**config.mk**
```make
export PLATFORM = sky130hd
export DESIGN_NAME = hpq_core
export DESIGN_NICKNAME = d
export VERILOG_FILES = /design/src/sv/hpq_pkg.sv /design/src/sv/hpq_core.sv
export SDC_FILE = /design/constraint.sdc
export NUM_CORES = 1
export LEC_CHECK = 0
export BUFFER_PORTS_ARGS = -buffer_cell sky130_fd_sc_hd__buf_2
export CELL_PAD_IN_SITES_DETAIL_PLACEMENT = 1
export CELL_PAD_IN_SITES_GLOBAL_PLACEMENT = 2
export CORE_MARGIN = 4
export CORE_UTILIZATION = 33
export CTS_BUF_LIST = sky130_fd_sc_hd__clkbuf_16
export CTS_CLUSTER_DIAMETER = 200
export DETAILED_ROUTE_END_ITERATION = 16
export HOLD_SLACK_MARGIN = 0.05
export PLACE_DENSITY_LB_ADDON = 0.1
export SKIP_CTS_REPAIR_TIMING = 1
export SLEW_MARGIN = 25
export SYNTH_ARGS = -nofsm -noshare
export SYNTH_HDL_FRONTEND = slang
export SYNTH_SLANG_ARGS = --single-unit
```
**constraint.sdc**
```tcl
create_clock -name clk -period 9.5 [get_ports clk]
set_clock_uncertainty 0.1 [all_clocks]
set_input_delay 1.425 -clock clk [delete_from_list [all_inputs] [get_ports clk]]
set_output_delay 1.425 -clock clk [all_outputs]
set_load 0.05 [all_outputs]
```
**src/sv/hpq_pkg.sv**
```systemverilog
package hpq_pkg;

    // Field widths of the request and response channels.
    localparam int FUNC_W  = 2;
    localparam int VALUE_W = 32;
    localparam int POS_W   = 9;
    localparam int COUNT_W = 9;

    typedef enum logic [FUNC_W-1:0] {
        FN_INSERT  = 2'd0,
        FN_EXTRACT = 2'd1,
        FN_PEEK    = 2'd2,
        FN_ADJUST  = 2'd3
    } hpq_func_t;

    typedef enum logic [1:0] {
        STAT_OK      = 2'd0,
        STAT_EMPTY   = 2'd1,
        STAT_FULL    = 2'd2,
        STAT_BAD_POS = 2'd3
    } hpq_status_t;

    typedef enum logic [2:0] {
        ST_IDLE,
        ST_LOAD,
        ST_DOWN,
        ST_UP,
        ST_FINISH
    } hpq_state_t;

    typedef struct packed {
        logic [FUNC_W-1:0]         func;
        logic signed [VALUE_W-1:0] value;
        logic [POS_W-1:0]          position;
        logic signed [VALUE_W-1:0] amount;
    } hpq_req_t;

    typedef struct packed {
        logic signed [VALUE_W-1:0] result_value;
        logic [1:0]                status;
        logic [COUNT_W-1:0]        count;
    } hpq_resp_t;

endpackage

```
**src/sv/hpq_core.sv**
```systemverilog
module hpq_core
    import hpq_pkg::*;
#(
    parameter int CAPACITY   = 256,
    parameter int DATA_WIDTH = 32,
    parameter int AW         = $clog2(CAPACITY),
    parameter int IW         = $clog2(CAPACITY + 1)
) (
    input  logic                  clk,
    input  logic                  rst_n,
    input  logic                  req_valid,
    input  hpq_req_t              req,
    output logic                  req_ready,
    output logic                  done,
    output hpq_resp_t             resp,
    input  logic                  out_free,
    output logic                  mem_we,
    output logic [AW-1:0]         mem_waddr,
    output logic [DATA_WIDTH-1:0] mem_wdata,
    output logic [AW-1:0]         mem_raddr_a,
    output logic [AW-1:0]         mem_raddr_b,
    input  logic [DATA_WIDTH-1:0] mem_rdata_a,
    input  logic [DATA_WIDTH-1:0] mem_rdata_b
);

    localparam int SW = IW + 2;
    localparam int XW = ((DATA_WIDTH > VALUE_W) ? DATA_WIDTH : VALUE_W) + 2;
    localparam int PW = IW + POS_W;
    localparam int CW = IW + COUNT_W;
    localparam logic [IW-1:0] CAP_C = IW'(CAPACITY);
    localparam logic [IW-1:0] ONE_I = IW'(1);
    localparam logic signed [XW-1:0] ONE_X = XW'(1);
    localparam logic signed [XW-1:0] KMAX_X = (ONE_X <<< (DATA_WIDTH - 1)) - ONE_X;
    localparam logic signed [XW-1:0] KMIN_X = -KMAX_X - ONE_X;

    typedef logic signed [DATA_WIDTH-1:0] key_t;

    function automatic logic [AW-1:0] slot_addr(input logic [SW-1:0] slot);
        logic [SW-1:0] t;
        t = slot - SW'(1);
        return t[AW-1:0];
    endfunction

    function automatic key_t saturate(input logic signed [XW-1:0] s);
        logic signed [XW-1:0] c;
        c = s;
        if (s > KMAX_X)
        begin
            c = KMAX_X;
        end
        else if (s < KMIN_X)
        begin
            c = KMIN_X;
        end
        return c[DATA_WIDTH-1:0];
    endfunction

    hpq_state_t                state_reg, state_next;
    hpq_func_t                 op_reg, op_next;
    logic [IW-1:0]             cnt_reg, cnt_next;
    logic [IW-1:0]             idx_reg, idx_next;
    key_t                      cur_reg, cur_next;
    logic signed [VALUE_W-1:0] amt_reg, amt_next;
    logic signed [VALUE_W-1:0] res_reg, res_next;
    hpq_status_t               status_reg, status_next;
    logic                      moved_reg, moved_next;

    hpq_func_t        req_func;
    logic [PW-1:0]    pos_x;
    logic [PW-1:0]    cnt_x;
    logic [SW-1:0]    left_s, right_s, cnt_s, idx_s;
    logic             left_ok, right_ok, take_left, take_right;
    key_t             rd_a, rd_b, big_v;
    logic [IW-1:0]    child;
    logic signed [XW-1:0] rd_a_x;
    logic [CW-1:0]    cnt_w;

    assign req_func = hpq_func_t'(req.func);
    assign pos_x    = PW'(req.position);
    assign cnt_x    = PW'(cnt_reg);
    assign rd_a     = key_t'(mem_rdata_a);
    assign rd_b     = key_t'(mem_rdata_b);
    assign rd_a_x   = XW'(rd_a);
    assign idx_s    = SW'(idx_reg);
    assign cnt_s    = SW'(cnt_reg);
    assign left_s   = SW'({idx_reg, 1'b0});
    assign right_s  = SW'({idx_reg, 1'b1});

    // Shared compare unit of the sift-down step: larger of current key and children.
    assign left_ok    = (left_s <= cnt_s);
    assign right_ok   = (right_s <= cnt_s);
    assign take_left  = left_ok && (cur_reg < rd_a);
    assign big_v      = take_left ? rd_a : cur_reg;
    assign take_right = right_ok && (big_v < rd_b);
    assign child      = take_right ? right_s[IW-1:0] : left_s[IW-1:0];

    always_ff @(posedge clk or negedge rst_n)
    begin
        if (!rst_n)
        begin
            state_reg <= ST_IDLE;
            cnt_reg   <= '0;
        end
        else
        begin
            state_reg <= state_next;
            cnt_reg   <= cnt_next;
        end
    end

    always_ff @(posedge clk)
    begin
        op_reg     <= op_next;
        idx_reg    <= idx_next;
        cur_reg    <= cur_next;
        amt_reg    <= amt_next;
        res_reg    <= res_next;
        status_reg <= status_next;
        moved_reg  <= moved_next;
    end

    always_comb
    begin
        state_next  = state_reg;
        op_next     = op_reg;
        cnt_next    = cnt_reg;
        idx_next    = idx_reg;
        cur_next    = cur_reg;
        amt_next    = amt_reg;
        res_next    = res_reg;
        status_next = status_reg;
        moved_next  = moved_reg;
        req_ready   = 1'b0;
        done        = 1'b0;
        mem_we      = 1'b0;
        mem_waddr   = slot_addr(idx_s);
        mem_wdata   = cur_reg;
        mem_raddr_a = '0;
        mem_raddr_b = '0;

        case (state_reg)
            ST_IDLE:
            begin
                req_ready = 1'b1;
                if (req_valid)
                begin
                    op_next     = req_func;
                    res_next    = '0;
                    status_next = STAT_OK;
                    amt_next    = req.amount;
                    case (req_func)
                        FN_INSERT:
                        begin
                            if (cnt_reg == CAP_C)
                            begin
                                status_next = STAT_FULL;
                                state_next  = ST_FINISH;
                            end
                            else
                            begin
                                cnt_next    = cnt_reg + ONE_I;
                                idx_next    = cnt_reg + ONE_I;
                                cur_next    = saturate(XW'(req.value));
                                mem_raddr_a = slot_addr(SW'((cnt_reg + ONE_I) >> 1));
                                state_next  = ST_UP;
                            end
                        end
                        FN_EXTRACT, FN_PEEK:
                        begin
                            if (cnt_reg == '0)
                            begin
                                status_next = STAT_EMPTY;
                                state_next  = ST_FINISH;
                            end
                            else
                            begin
                                mem_raddr_a = slot_addr(SW'(1));
                                mem_raddr_b = slot_addr(cnt_s);
                                state_next  = ST_LOAD;
                            end
                        end
                        FN_ADJUST:
                        begin
                            if ((pos_x == '0) || (pos_x > cnt_x))
                            begin
                                status_next = STAT_BAD_POS;
                                state_next  = ST_FINISH;
                            end
                            else
                            begin
                                idx_next    = pos_x[IW-1:0];
                                mem_raddr_a = slot_addr(SW'(pos_x[IW-1:0]));
                                state_next  = ST_LOAD;
                            end
                        end
                        default:
                        begin
                            state_next = ST_FINISH;
                        end
                    endcase
                end
            end

            ST_LOAD:
            begin
                moved_next = 1'b0;
                case (op_reg)
                    FN_PEEK:
                    begin
                        res_next   = rd_a_x[VALUE_W-1:0];
                        state_next = ST_FINISH;
                    end
                    FN_EXTRACT:
                    begin
                        res_next = rd_a_x[VALUE_W-1:0];
                        cur_next = rd_b;
                        cnt_next = cnt_reg - ONE_I;
                        idx_next = ONE_I;
                        mem_raddr_a = slot_addr(SW'(2));
                        mem_raddr_b = slot_addr(SW'(3));
                        state_next  = (cnt_reg == ONE_I) ? ST_FINISH : ST_DOWN;
                    end
                    FN_ADJUST:
                    begin
                        cur_next    = saturate(rd_a_x + XW'(amt_reg));
                        mem_raddr_a = slot_addr(left_s);
                        mem_raddr_b = slot_addr(right_s);
                        state_next  = ST_DOWN;
                    end
                    default:
                    begin
                        state_next = ST_FINISH;
                    end
                endcase
            end

            ST_DOWN:
            begin
                if (take_left || take_right)
                begin
                    // Child moves up into the hole; the hole moves down.
                    mem_we      = 1'b1;
                    mem_wdata   = take_right ? rd_b : rd_a;
                    idx_next    = child;
                    moved_next  = 1'b1;
                    mem_raddr_a = slot_addr(SW'({child, 1'b0}));
                    mem_raddr_b = slot_addr(SW'({child, 1'b1}));
                end
                else if ((op_reg == FN_ADJUST) && !moved_reg)
                begin
                    // Key did not sink, so it may have to rise instead.
                    mem_raddr_a = slot_addr(SW'(idx_reg >> 1));
                    state_next  = ST_UP;
                end
                else
                begin
                    mem_we     = 1'b1;
                    state_next = ST_FINISH;
                end
            end

            ST_UP:
            begin
                mem_we = 1'b1;
                if ((idx_reg == ONE_I) || !(rd_a < cur_reg))
                begin
                    state_next = ST_FINISH;
                end
                else
                begin
                    mem_wdata   = rd_a;
                    idx_next    = idx_reg >> 1;
                    mem_raddr_a = slot_addr(SW'(idx_reg >> 2));
                end
            end

            ST_FINISH:
            begin
                done = 1'b1;
                if (out_free)
                begin
                    state_next = ST_IDLE;
                end
            end

            default:
            begin
                state_next = ST_IDLE;
            end
        endcase
    end

    assign cnt_w               = CW'(cnt_reg);
    assign resp.result_value   = res_reg;
    assign resp.status         = status_reg;
    assign resp.count          = cnt_w[COUNT_W-1:0];

    a_cnt_cap: assert property (@(posedge clk) disable iff (!rst_n)
        cnt_reg <= CAP_C)
        else $error("entry count above capacity");

    a_no_write_idle: assert property (@(posedge clk) disable iff (!rst_n)
        (state_reg == ST_IDLE || state_reg == ST_FINISH) |-> !mem_we)
        else $error("store written outside a sift");

    a_insert_count: assert property (@(posedge clk) disable iff (!rst_n)
        (state_reg == ST_IDLE && req_valid && req_func == FN_INSERT && cnt_reg != CAP_C)
        |=> (cnt_reg == $past(cnt_reg) + ONE_I))
        else $error("insert did not grow the heap");

    a_down_idx: assert property (@(posedge clk) disable iff (!rst_n)
        (state_reg == ST_DOWN || state_reg == ST_UP)
        |-> (idx_reg != '0 && idx_reg <= cnt_reg))
        else $error("sift index outside the heap");

endmodule

```
* Yosys cells after proc, flatten, opt, wreduce, memory -nomap -nowiden
Index checks and enable logic that the tools add are counted.
** Word-level totals
- Word-level logic and storage cells :: 152
- Output and inout port bits :: 102
- Flip-flop bits (word level) :: 122
- Input port bits :: 143
** Operators by class
- Order comparisons :: 10
- Equal/unequal tests :: 27
- Multiplexer cells :: 68
- Add/subtract/negate cells :: 14
- Reductions and logical operators :: 24
** Operators by type and width (number)
- 32-bit 2-to-1 mux :: 13
- 32-bit one-hot mux with 2 select lines :: 4
- 32-bit less-than comparator :: 3
- 9-bit 2-to-1 mux :: 9
- 8-bit 2-to-1 mux :: 10
- 8-bit by 1-bit subtractor with 8-bit output (second input constant) :: 9
- 8-bit one-hot mux with 3 select lines :: 2
- 9-bit one-hot mux with 2 select lines :: 2
- 9-bit one-hot mux with 4 select lines :: 1
- 32-bit by 32-bit adder with 33-bit output :: 1
- 33-bit by 32-bit > comparator with 1-bit output (second input constant) :: 1
- 33-bit by 32-bit less-than comparator with 1-bit output (second input constant) :: 1
- 32-bit > comparator (second input constant) :: 1
- 32-bit less-than comparator (second input constant) :: 1
- 8-bit one-hot mux with 2 select lines :: 2
- 8-bit one-hot mux with 4 select lines :: 1
- 3-bit 2-to-1 mux :: 9
- 10-bit by 9-bit less-or-equal comparator with 1-bit output :: 2
- 9-bit by 1-bit adder with 9-bit output (second input constant) :: 2
- 9-bit by 1-bit == test with 1-bit output (second input constant) :: 2
- 18-bit logical NOT :: 1
- 2-bit != test (second input constant) :: 8
- 3-bit one-hot mux with 5 select lines :: 1
- 5-bit AND reduction :: 2
- 32 further kinds :: 55

* Depth between registers and ports, before layout
Gate-level depths: netlist of the first run.
- Depth after elaboration :: 9
- Mapped depth :: 30
- Mapped depth without buffers :: 25

* Least setup slack after synthesis of the first run
OpenSTA, ideal clock, no wires.
- Path type :: input to output
- From :: input port mem_rdata_a[30]
- To :: output port mem_raddr_a[5]
- Slack :: 0.591 ns
- Path buffers :: 4
- Data required time :: 7.975 ns
- Arrival time :: 7.384 ns
- Stages :: 23
- Path through :: ha_1 -> nand4_2 -> or4_1 -> or3_1 -> and4_4 -> o21ai_1 -> buf_2 -> buf_1 -> mux2_2 -> ha_1 -> nand4_1 -> nor4_1 -> nand3_1 -> a31oi_1 -> or4b_1 -> buf_2 -> nand2_2 -> inv_2 -> buf_2 -> ha_1 -> nand2_1 -> xnor2_1 -> o221ai_1
** On the way
- Longest elaborated chain between the ends :: 9
- Elaborated cells between the ends (all ways) :: 14
- Those cells by class :: 1 x add/sub; 3 x order compare; 5 x mux; 5 x reduce/logical
** RTL lines
- from (decl) :: line hpq_core.sv:22 : input logic [DATA_WIDTH-1:0] mem_rdata_a,
- 32-bit less-than comparator :: line hpq_core.sv:92 : assign take_left = left_ok && (cur_reg < rd_a);
- 1-bit logical AND :: line hpq_core.sv:92
- 32-bit 2-to-1 mux :: line hpq_core.sv:93 : assign big_v = take_left ? rd_a : cur_reg;
- 32-bit less-than comparator :: line hpq_core.sv:94 : assign take_right = right_ok && (big_v < rd_b);
- 1-bit logical AND :: line hpq_core.sv:94
- 1-bit 2-to-1 mux :: line hpq_core.sv:95 : assign child = take_right ? right_s[IW-1:0] : left_s[IW-1:0];
- 8-bit by 1-bit subtractor with 8-bit output :: line hpq_core.sv:40 : t = slot - SW'(1);
- 8-bit 2-to-1 mux :: line hpq_core.sv:239 : if (take_left || take_right)
- 8-bit one-hot mux with 4 select lines (*) :: line hpq_core.sv:141 : case (state_reg)
- to (decl) :: line hpq_core.sv:20 : output logic [AW-1:0] mem_raddr_a,
Mark *: on every way between the ends. The rest lies on a longest branch, timed or not.

* Worst setup path after layout of the first run
- From :: input port mem_rdata_a[27]
- To :: output port mem_raddr_a[4]
Same word-level chain as after synthesis.

==> results by group, run 1 <==
Outcome
  • Status: complete, no violations

Detailed routing
  • DRT iter0 DRCs: around 750
  • WL final: approximately 50,000 µm
  • Vias/cell: about 5.7
  • WL per Instance: approximately 24 µm
  • Vias: around 12,000
  • Routed Antenna Nets: 0
  • DRC: 0
  • First-pass DRT Iterations: 5

Yosys
  • Top cells by area, synth: edfxtp_1 (28%), ha_1 (14%), a21oi_1 (6.6%), o21ai_0 (5.5%), xnor2_1 (4.2%)
  • Area share of the largest cell type after synthesis: approximately 28%
  • Number of cells produced by synthesis: approximately 1,400
  • Top FF cell, synth: edfxtp_1
  • Synthesized Nets: about 1,700
  • Asr flop ratio synth: around 10%
  • Register bit total from synthesis: around 120
  • Syn Std Cell Area: about 0.012 mm²
  • Warnings, synthesis: 0
  • Dominant cell type by area after synthesis: edfxtp_1
  • Sequential area share after synthesis: 30.4%
  • Avg Cell Area, Syn: ~8.5 µm²
  • Post-synth cell types: 77
  • EDFF count, synth: 110

Final layout
  • Non-Filler Instances: approximately 2,100
  • Area Growth Syn to Fin: 20.5%
  • Most common cell after layout, fill and taps aside: buf_2
  • Finished Cell Area: roughly 0.014 mm²
  • Most frequent cells in the layout: buf_2 (240), a21oi_1 (157), o21ai_0 (130)
  • Layout Nets: between 1,500 and 2,000
  • Fraction of layout cells with a size suffix above 1: 22.1%

Die
  • # IOs: ~250
  • Total core area: about 0.035 mm²
  • Standard-cell rows: 69
  • Die Footprint: ~0.039 mm²
  • Initial core utilization: 33.4%
  • DIE HEIGHT: a little under 200 µm
  • Die W: 197 µm

Flow run
  • Max-Cap Viols: 0

Worst setup path
  • WP data required: between 7 and 8 ns
  • Reg2reg setup slack: approximately 2.9 ns
  • WS Path Type: input pin to primary output
  • CP max FO: 34
  • CP Capture Type: primary output
  • CP startpoint kind: input pin
  • Worst EP arrival: 7.64 ns

Clocking
  • CTS sink cnt: about 120
  • TritonCTS buffer count: 17
  • H-tree Lvls: 4
  • CTS tree: yes
  • Clock latency on the worst-skew pair: between 0.4 and 0.5 ns
  • Clock-pin transition on the worst setup and hold timing paths: roughly 0.06 ns
  • CTS root buffer: clkbuf_16
  • CTS max path bufs: 2

Placement
  • Area after DPL: around 0.014 mm²
  • Gpl congestion: slightly below 0.9
  • Dpl cells: 2,050
  • Post-DP HPWL: between 30,000 and 40,000 µm
  • IO buf count: around 240

Power and ir drop
  • P_sw: around 2800 µW
  • VDD IR max: roughly 0.00021 V
  • Sequential share of power: 20.7%
  • P_int: roughly 2300 µW
  • Pwr dens: approximately 350 mW/mm²
  • Combinational Power Share: roughly 66%
  • Pwr Total: 5030 µW
  • Leak: approximately 0.0064 µW
  • Net Sw Frac: between 50% and 60%
  • Clk pwr share: between 10% and 20%

Global routing
  • Global-route wire length before repair: about 75,000 µm
  • Vias in the first global route: 12,200
  • Total grt overflow: 0
  • Antenna violations before repair: 0
  • Tot GR Track Use: 25.2%
  • Largest net degree at the start of global routing: 48

STA
  • Max-slew violations: 0
  • Fin crit period: slightly above 9 ns
  • Slew @ Worst Pin: approximately 1.1 ns
  • Final hold viol count: 0
  • Final setup violation count: 0
  • Rel. slew slack: between 20 and 30%
  • Setup_tns: 0 ns
  • RSZ-0062 raised after global routing: no
  • Fin crit share: slightly below 100%
  • Max Clk Rate: roughly 110 MHz

Hold path
  • Worst Hold Class: flop to flop
synth_stat cells, drive strengths merged (19+ instances only):
| master | count |
|---|---|
| o21ai | 133 |
| nor2 | 68 |
| o22ai | 21 |
| a21o | 39 |
| clkbuf | 60 |
| nand4 | 19 |
| mux2 | 27 |
| xnor2 | 57 |
| nand3 | 33 |
| a21oi | 157 |
| ha | 129 |
| and2 | 32 |
| nor3 | 30 |
| nand2 | 89 |
| inv | 112 |
| edfxtp | 110 |
| a22oi | 29 |
| or3 | 22 |
per-layer routing:
metal | vias to the layer above | share of wire, % | GRT usage [%]
met5 | - | 0 | 0
met4 | 0 | 1.7 | 5.83
met3 | 44 | 5.5 | 4.61
met2 | 347 | 45 | 39.8
met1 | 5809 | 48 | 36.0
li1 | 5612 | - | -
final timing paths:
check / to / cells past startpoint / startpoint
max: mem_raddr_a[4] / 24 / mem_rdata_a[27]
min: cnt_reg[4]$_DFFE_PN0P_ / 1 / cnt_reg[4]$_DFFE_PN0P_
max reg2reg: idx_reg[1]$_DFFE_PP_ / 24 / cnt_reg[4]$_DFFE_PN0P_
min reg2reg: cnt_reg[4]$_DFFE_PN0P_ / 1 / cnt_reg[4]$_DFFE_PN0P_
max in group asynchronous: cnt_reg[2]$_DFFE_PN0P_ / 1 / rst_n
min in group asynchronous: cnt_reg[0]$_DFFE_PN0P_ / 1 / rst_n
final cells by class:
class,instances,area [µm²]
Fill cell,4241,21200
Inverter,113,424
Timing Repair Buffer,276,1530
Sequential cell,122,3600
Clock inverter,15,144
Multi-Input combinational cell,1081,7560
Clock buffer,17,425
Antenna cell,1,2.50
Tap cell,461,577
stage by stage:
stage	setup slack (ns)	utilization [%]	hold WS, ns
floorplan	0.591	-	0.536
detailed placement	0.344	38.5	0.589
CTS	0.320	40.1	0.607
global placement	0.492	38.5	0.586
finish	0.335	40.2	0.594
global route	0.145	40.2	0.660
critical path, cell delays in order:
cell and delay, ns:
buf_2 0.14, ha_1 0.32, nand4_1 0.23, or4_1 0.62
or3_1 0.39, and4_4 0.24, o21ai_4 0.20, buf_4 0.21
mux2_2 0.36, ha_1 0.29, a21o_1 0.18, a21o_1 0.16
a21o_1 0.17, a21o_1 0.16, a21oi_1 0.19, o21ai_0 0.12
a21oi_1 0.21, or4b_1 0.51, buf_4 0.31, a31oi_4 0.29
buf_4 0.24, nand2_1 0.11, o211ai_2 0.23, buf_2 0.31
logic make-up (layout without fill, tap and decap cells):
group / after synthesis / count (layout) / share of synthesized area, %
AO/OA/AOI/OAI: 488 / 488 / 25.5
XOR/XNOR: 74 / 74 / 5.47
adder cells (fa/ha/maj): 130 / 130 / 13.8
buffers and inverters: 189 / 421 / 6.17
flip-flops: 122 / 122 / 30.4
multiplexers: 38 / 38 / 3.50
other: 0 / 1 / 0
AND/OR/NAND/NOR: 351 / 351 / 15.1
power groups by stage:
stage               logic, µW  registers, µW  clock network [µW]
floorplan                2060           1260                   0
global placement         3260           1040                   0
detailed placement       3290           1050                   0
CTS                      3310           1040                 683
global route             3590           1060                 710
finish                   3310           1040                 672
No activity file was read; power rests on OpenSTA's default activity.
==> run 2: changes to the inputs <==
--- a/config.mk
+++ b/config.mk
@@ -5,6 +5,7 @@
 export SDC_FILE = /design/constraint.sdc
 export NUM_CORES = 1
 export LEC_CHECK = 0
+export ABC_CLOCK_PERIOD_IN_PS = 8700
 export BUFFER_PORTS_ARGS = -buffer_cell sky130_fd_sc_hd__buf_2
 export CELL_PAD_IN_SITES_DETAIL_PLACEMENT = 1
 export CELL_PAD_IN_SITES_GLOBAL_PLACEMENT = 2
==> constraint.sdc (replaced) <==
create_clock -name clk -period 8.7 [get_ports clk]
set_clock_uncertainty 0.1 [all_clocks]
set_input_delay 1.305 -clock clk [delete_from_list [all_inputs] [get_ports clk]]
set_output_delay 1.305 -clock clk [all_outputs]
set_load 0.05 [all_outputs]
==> results by group, run 2 (synthesis gave the netlist of run 1 again) <==
Outcome
  • Status: complete, no violations

Global routing
  • Global routing's busiest layer: met2
  • Met1 Usage GRT: 36.9% (+0.90 points)
  • Tot GR Track Use: 25.7% (+0.49 points)
  • Total grt overflow: 0 (unchanged)
  • Largest net degree at the start of global routing: 48 (unchanged)
  • Met3 usage: 3.51% (-1.1 points)
  • Grt met2 use: 40.8% (+1.0 points)
  • Global-route wire length before repair: 76,400 µm (+1.5%)
  • Vias in the first global route: 12,400 (+1.2%)
  • Antenna violations before repair: 0 (unchanged)

Worst setup path
  • Worst EP arrival: 7.09 ns (-0.55 ns)
  • WS Path Type: input pin to primary output
  • R2r worst-path depth: 23 (-4.2%)
  • Worst path cell trace: buf_2 > ha_1 > nand4_1 > or4_4 > or3_1 > and4_4 > o21ai_4 > buf_12 > buf_4 > mux2_2 > ha_1 > a21oi_1 > nor2b_1 > o21ai_0 > a21oi_1 > o211ai_1 > nand2_2 > or4b_4 > buf_12 > a31oi_4 > buf_6 > nand2_1 > o221ai_1 > buf_2
  • CP peak stage delay: 0.61 ns (about the same)
  • CP startpoint kind: input pin
  • CP Capture Type: primary output
  • Launching point of the worst reg2reg path: cur_reg[31]$_DFFE_PP_
  • CP max-delay cell: or4b_4
  • WP data required: 7.30 ns (-0.68 ns)
  • FF-to-FF End: idx_reg[5]$_DFFE_PP_
  • CP max FO: 34 (unchanged)
  • Reg2reg setup slack: 2.29 ns (-0.59 ns)

STA
  • Rel. slew slack: 37.7% (+8.6 points)
  • Max Clk Rate: 118 MHz
  • Final hold viol count: 0 (unchanged)
  • Fin crit share: 97.7%
  • Fin crit period: roughly 8.5 ns
  • Hold slack: 0.609 ns (+0.0151 ns)
  • Max-slew violations: 0 (unchanged)
  • Final setup violation count: 0 (unchanged)
  • Slew @ Worst Pin: 0.911 ns (-0.152 ns)
  • Setup_tns: 0 ns (unchanged)

Final layout
  • Layout Nets: 1,903 (+1.0%)
  • Diodes inserted: 0 (-1)
  • Most frequent cells in the layout: buf_2 (234), a21oi_1 (157), o21ai_0 (130)
  • Finished Cell Area: 0.0145 mm² (+1.9%)
  • Fraction of layout cells with a size suffix above 1: 23.6% (+1.5 points)
  • Area Growth Syn to Fin: 22.8%
  • Most common cell after layout, fill and taps aside: buf_2
  • Multi-input logic area: 0.00759 mm² (+0.45%)
  • Non-Filler Instances: 2,104 (+0.86%)
  • Reg area: 0.00360 mm² (unchanged)
  • Fillcell total: 4,220 (-0.50%)

Placement
  • Dpl cells: 2,070 (+0.98%)
  • Post-DP HPWL: 39,600 µm (+2.7%)
  • Area after DPL: 0.0138 mm² (+1.3%)
  • Gpl congestion: 0.852 (-3.7%)
  • IO buf count: 244 (unchanged)

Flow run
  • Max-Cap Viols: 0 (unchanged)

Power and ir drop
  • Sequential share of power: 19.7% (-1.0 points)
  • Clk pwr share: 13.6% (+0.2 points)
  • Leak: 0.00647 µW (+1.7%)
  • Pwr dens: 385 mW/mm² (+9.4%)
  • P_sw: 3060 µW (+11%)
  • P_int: 2540 µW (+12%)
  • Pwr Total: 5600 µW (+12%)
  • VDD IR max: 0.000239 V (+14%)
  • Combinational Power Share: 66.7% (+0.7 points)
  • Net Sw Frac: 54.6% (-0.13 points)

Detailed routing
  • DRC: 0 (unchanged)
  • Vias: 11,900 (+0.85%)
  • DRT iter0 DRCs: 782 (+4.0%)
  • Vias/cell: 5.66 (about the same)
  • Routed Antenna Nets: 0 (unchanged)
  • WL per Instance: 24.4 µm (+1.8%)
  • WL final: 51,300 µm (+2.7%)
  • First-pass DRT Iterations: 5 (unchanged)

Clocking
  • CTS tree: yes
  • H-tree Lvls: 4 (unchanged)
  • CTS max path bufs: 2 (unchanged)
  • TritonCTS buffer count: 17 (unchanged)
  • CTS sink cnt: 122 (unchanged)
  • Clock latency on the worst-skew pair: 0.45 ns (about the same)
  • CTS root buffer: clkbuf_16
  • Clock-pin transition on the worst setup and hold timing paths: 0.07 ns (about the same)

Die
  • Total core area: 0.0355 mm² (unchanged)
  • # IOs: 245 (unchanged)
  • Standard-cell rows: 69 (unchanged)
  • DIE HEIGHT: 197 µm (unchanged)
  • Die Footprint: 0.0390 mm² (unchanged)
  • Initial core utilization: 33.4% (unchanged)
  • Die W: 197 µm (unchanged)

Hold path
  • Number of cells on the worst hold path: 1 (unchanged)
  • Hold Crit Start: cnt_reg[4]$_DFFE_PN0P_
  • Worst Hold Class: flop to flop
  • Hold path endpoint: cnt_reg[4]$_DFFE_PN0P_
[run 2: through the flow]
step	utilization [%]	worst slack [ns]
6_report	41.0	0.201
5_1_grt	41.0	-0.00910
3_5_place_dp	39.0	0.0703
3_3_place_gp	39.0	0.194
2_1_floorplan	-	0.0311
4_1_cts	40.7	0.0641
[run 2: layout make-up]
| type | count | share of cell area [%] |
|---|---|---|
| Multi-Input combinational cell | 1081 | 52.2 |
| Sequential cell | 122 | 24.8 |
| Timing Repair Buffer | 295 | 12.0 |
| Tap cell | 461 | 3.97 |
| Inverter | 113 | 2.93 |
| Clock buffer | 17 | 2.92 |
| Clock inverter | 15 | 1.22 |
[run 2: layer usage]
| layer | vias up | wire (µm) |
|---|---|---|
| met2 | 349 | 23400 |
| li1 | 5645 | - |
| met3 | 53 | 2580 |
| met1 | 5865 | 24400 |
| met5 | - | 0 |
| met4 | 0 | 958 |
[run 2: power groups by stage]
| stage | Clock, µW | Sequential, µW | Combinational, µW |
|---|---|---|---|
| 6_report | 763 | 1100 | 3740 |
| 5_1_grt | 804 | 1130 | 4030 |
| 4_1_cts | 777 | 1100 | 3690 |
| 3_5_place_dp | 0 | 1110 | 3670 |
| 3_3_place_gp | 0 | 1110 | 3640 |
| 2_1_floorplan | 0 | 1370 | 2250 |
[run 2: worst max-delay path by stage]
| stage | startpoint | to | slack [ns] | depth (start not counted) |
|---|---|---|---|---|
| after floorplan | mem_rdata_a[30] | mem_raddr_a[5] | 0.03 | 23 |
| after global placement | mem_rdata_a[27] | mem_raddr_a[4] | 0.19 | 22 |
| after detailed placement | mem_rdata_a[27] | mem_raddr_a[4] | 0.07 | 24 |
| after CTS | mem_rdata_a[27] | mem_raddr_a[4] | 0.06 | 24 |
| after global routing | mem_rdata_a[27] | mem_wdata[31] | -0.009 | 23 |
| final | mem_rdata_a[26] | mem_raddr_b[2] | 0.20 | 24 |
[run 2: worst max-delay path: cells and delay by family]
family | cells | cell delay, ns
mux | 1 | 0.37
buf+inv | 6 | 1.24
compound gates | 7 | 1.24
fa+ha+maj | 2 | 0.61
simple gates | 8 | 2.28
==> run 3: changes to the inputs <==
--- a/config.mk
+++ b/config.mk
@@ -11,7 +11,6 @@
 export CELL_PAD_IN_SITES_GLOBAL_PLACEMENT = 2
 export CORE_MARGIN = 4
 export CORE_UTILIZATION = 33
-export CTS_BUF_LIST = sky130_fd_sc_hd__clkbuf_16
 export CTS_CLUSTER_DIAMETER = 200
 export DETAILED_ROUTE_END_ITERATION = 16
 export HOLD_SLACK_MARGIN = 0.05
==> results by group, run 3 (synthesis gave the netlist of run 1 again) <==
Outcome
  • Status: complete, no violations

Placement
  • Pre-CTS worst setup slack: 0.0703 ns (unchanged)
  • Gpl congestion: 0.852 (unchanged)
  • Post-DP HPWL: 39,600 µm (unchanged)
  • IO buf count: 244 (unchanged)

STA
  • Fin crit period: 8.50 ns (unchanged)
  • Max-slew violations: 0 (unchanged)
  • Final setup violation count: 0 (unchanged)
  • Worst Slack Setup Final: 0.201 ns (unchanged)
  • Setup_tns: 0 ns (unchanged)
  • Fin crit share: 97.7% (unchanged)
  • Max Clk Rate: 118 MHz (unchanged)
  • Rel. slew slack: 37.7% (unchanged)
  • Slew @ Worst Pin: 0.911 ns (unchanged)
  • Final hold viol count: 0 (unchanged)
  • Hold slack: 0.609 ns (unchanged)

Global routing
  • Global-route wire length before repair: 76,400 µm (unchanged)
  • Vias in the first global route: 12,400 (unchanged)
  • Tot GR Track Use: 25.7% (unchanged)
  • Total grt overflow: 0 (unchanged)
  • Largest net degree at the start of global routing: 48 (unchanged)
  • Antenna violations before repair: 0 (unchanged)

Power and ir drop
  • Clk pwr share: 13.6% (about the same)
  • Pwr Total: 5600 µW (about the same)
  • P_int: 2550 µW (about the same)
  • Combinational Power Share: 66.7% (about the same)
  • Net Sw Frac: 54.6% (about the same)
  • Leak: 0.00647 µW (about the same)
  • P_sw: 3060 µW (about the same)
  • Sequential share of power: 19.7% (about the same)
  • Pwr dens: 385 mW/mm² (about the same)
  • VDD IR max: 0.000239 V (unchanged)

Flow run
  • Max-Cap Viols: 0 (unchanged)

Worst setup path
  • CP max-delay cell: or4b_4
  • CP peak stage delay: 0.61 ns (about the same)
  • CP startpoint kind: input pin
  • WS Path Type: input pin to primary output
  • WP data required: 7.30 ns (about the same)
  • Worst path cell trace: buf_2 > ha_1 > nand4_1 > or4_4 > or3_1 > and4_4 > o21ai_4 > buf_12 > buf_4 > mux2_2 > ha_1 > a21oi_1 > nor2b_1 > o21ai_0 > a21oi_1 > o211ai_1 > nand2_2 > or4b_4 > buf_12 > a31oi_4 > buf_6 > nand2_1 > o221ai_1 > buf_2
  • Worst EP arrival: 7.09 ns (about the same)
  • CP Capture Type: primary output
  • CP max FO: 34 (unchanged)

Die
  • Initial core utilization: 33.4% (unchanged)
  • # IOs: 245 (unchanged)
  • Die W: 197 µm (unchanged)
  • Die Footprint: 0.0390 mm² (unchanged)
  • DIE HEIGHT: 197 µm (unchanged)
  • Total core area: 0.0355 mm² (unchanged)
  • Standard-cell rows: 69 (unchanged)

Hold path
  • Worst Hold Class: flop to flop

Detailed routing
  • Routed Antenna Nets: 0 (unchanged)
  • DRC: 0 (unchanged)
  • DRT iter0 DRCs: 782 (unchanged)
  • Vias: 11,900 (unchanged)
  • Vias/cell: 5.66 (unchanged)
  • First-pass DRT Iterations: 5 (unchanged)
  • WL final: 51,300 µm (about the same)
  • WL per Instance: 24.4 µm (about the same)

Clocking
  • CTS tree: yes
  • Clock-pin transition on the worst setup and hold timing paths: 0.07 ns (about the same)
  • CTS max path bufs: 2 (unchanged)
  • CTS root buffer: clkbuf_16
  • H-tree Lvls: 4 (unchanged)
  • TritonCTS buffer count: 17 (unchanged)
  • Clock latency on the worst-skew pair: 0.45 ns (about the same)
  • CTS sink cnt: 122 (unchanged)

Final layout
  • Most frequent cells in the layout: buf_2 (234), a21oi_1 (157), o21ai_0 (130)
  • Diodes inserted: 0 (unchanged)
  • Most common cell after layout, fill and taps aside: buf_2
  • Area Growth Syn to Fin: 22.8% (unchanged)
  • Layout Nets: 1,903 (unchanged)
  • Post-layout util: 41.0% (unchanged)
  • Fraction of layout cells with a size suffix above 1: 23.6% (unchanged)
run 3: changes by cell type in the layout (fill, tap and decap cells not counted), sizes merged:
cell    previous run  this run
clkbuf            19        20
inv              114       113
run 3: power groups by stage:
| stage | registers [µW] | logic, µW | clock network [µW] |
|---|---|---|---|
| 6_report | 1100 | 3740 | 764 |
| 3_5_place_dp | 1110 | 3670 | 0 |
| 5_1_grt | 1130 | 4030 | 805 |
| 2_1_floorplan | 1370 | 2250 | 0 |
| 4_1_cts | 1100 | 3690 | 778 |
| 3_3_place_gp | 1110 | 3640 | 0 |
run 3: critical path, delay by kind of cell:
kind,cells,cell delay (ns)
simple gates,8,2.28
buf+inv,6,1.24
compound gates,7,1.24
fa+ha+maj,2,0.61
mux,1,0.37
run 3: final timing paths:
path                                   startpoint                  endpoint  slack (ns)  depth (start not counted)
hold / removal             cnt_reg[4]$_DFFE_PN0P_    cnt_reg[4]$_DFFE_PN0P_        0.61                          1
max in group asynchronous                   rst_n  state_reg[2]$_DFFE_PN0P_        7.59                          1
min in group asynchronous                   rst_n    cnt_reg[0]$_DFFE_PN0P_        0.65                          1
setup / recovery                  mem_rdata_a[26]            mem_raddr_b[2]        0.20                         24
hold reg to reg            cnt_reg[4]$_DFFE_PN0P_    cnt_reg[4]$_DFFE_PN0P_        0.61                          1
setup reg to reg            cur_reg[31]$_DFFE_PP_      idx_reg[5]$_DFFE_PP_        2.29                         23
run 3: stage by stage:
stage,instances,instance area (µm²)
after floorplan,1392,11800
after global placement,2070,13800
after detailed placement,2070,13800
after CTS,2102,14400
after global routing,2104,14500
final,2104,14500
run 3: final cells by class:
cell class                      instances  area [µm²]
Tap cell                              461         577
Clock inverter                         14         174
Sequential cell                       122        3600
Multi-Input combinational cell       1081        7590
Timing Repair Buffer                  295        1740
Inverter                              113         427
Fill cell                            4220       20900
Clock buffer                           18         429
run 3: layer usage:
layer	share of wire (%)	global-route usage (%)	vias up
li1	-	-	5645
met1	48	36.9	5865
met2	46	40.8	349
met3	5.0	3.51	53
met4	1.9	6.73	0
met5	0	0	-
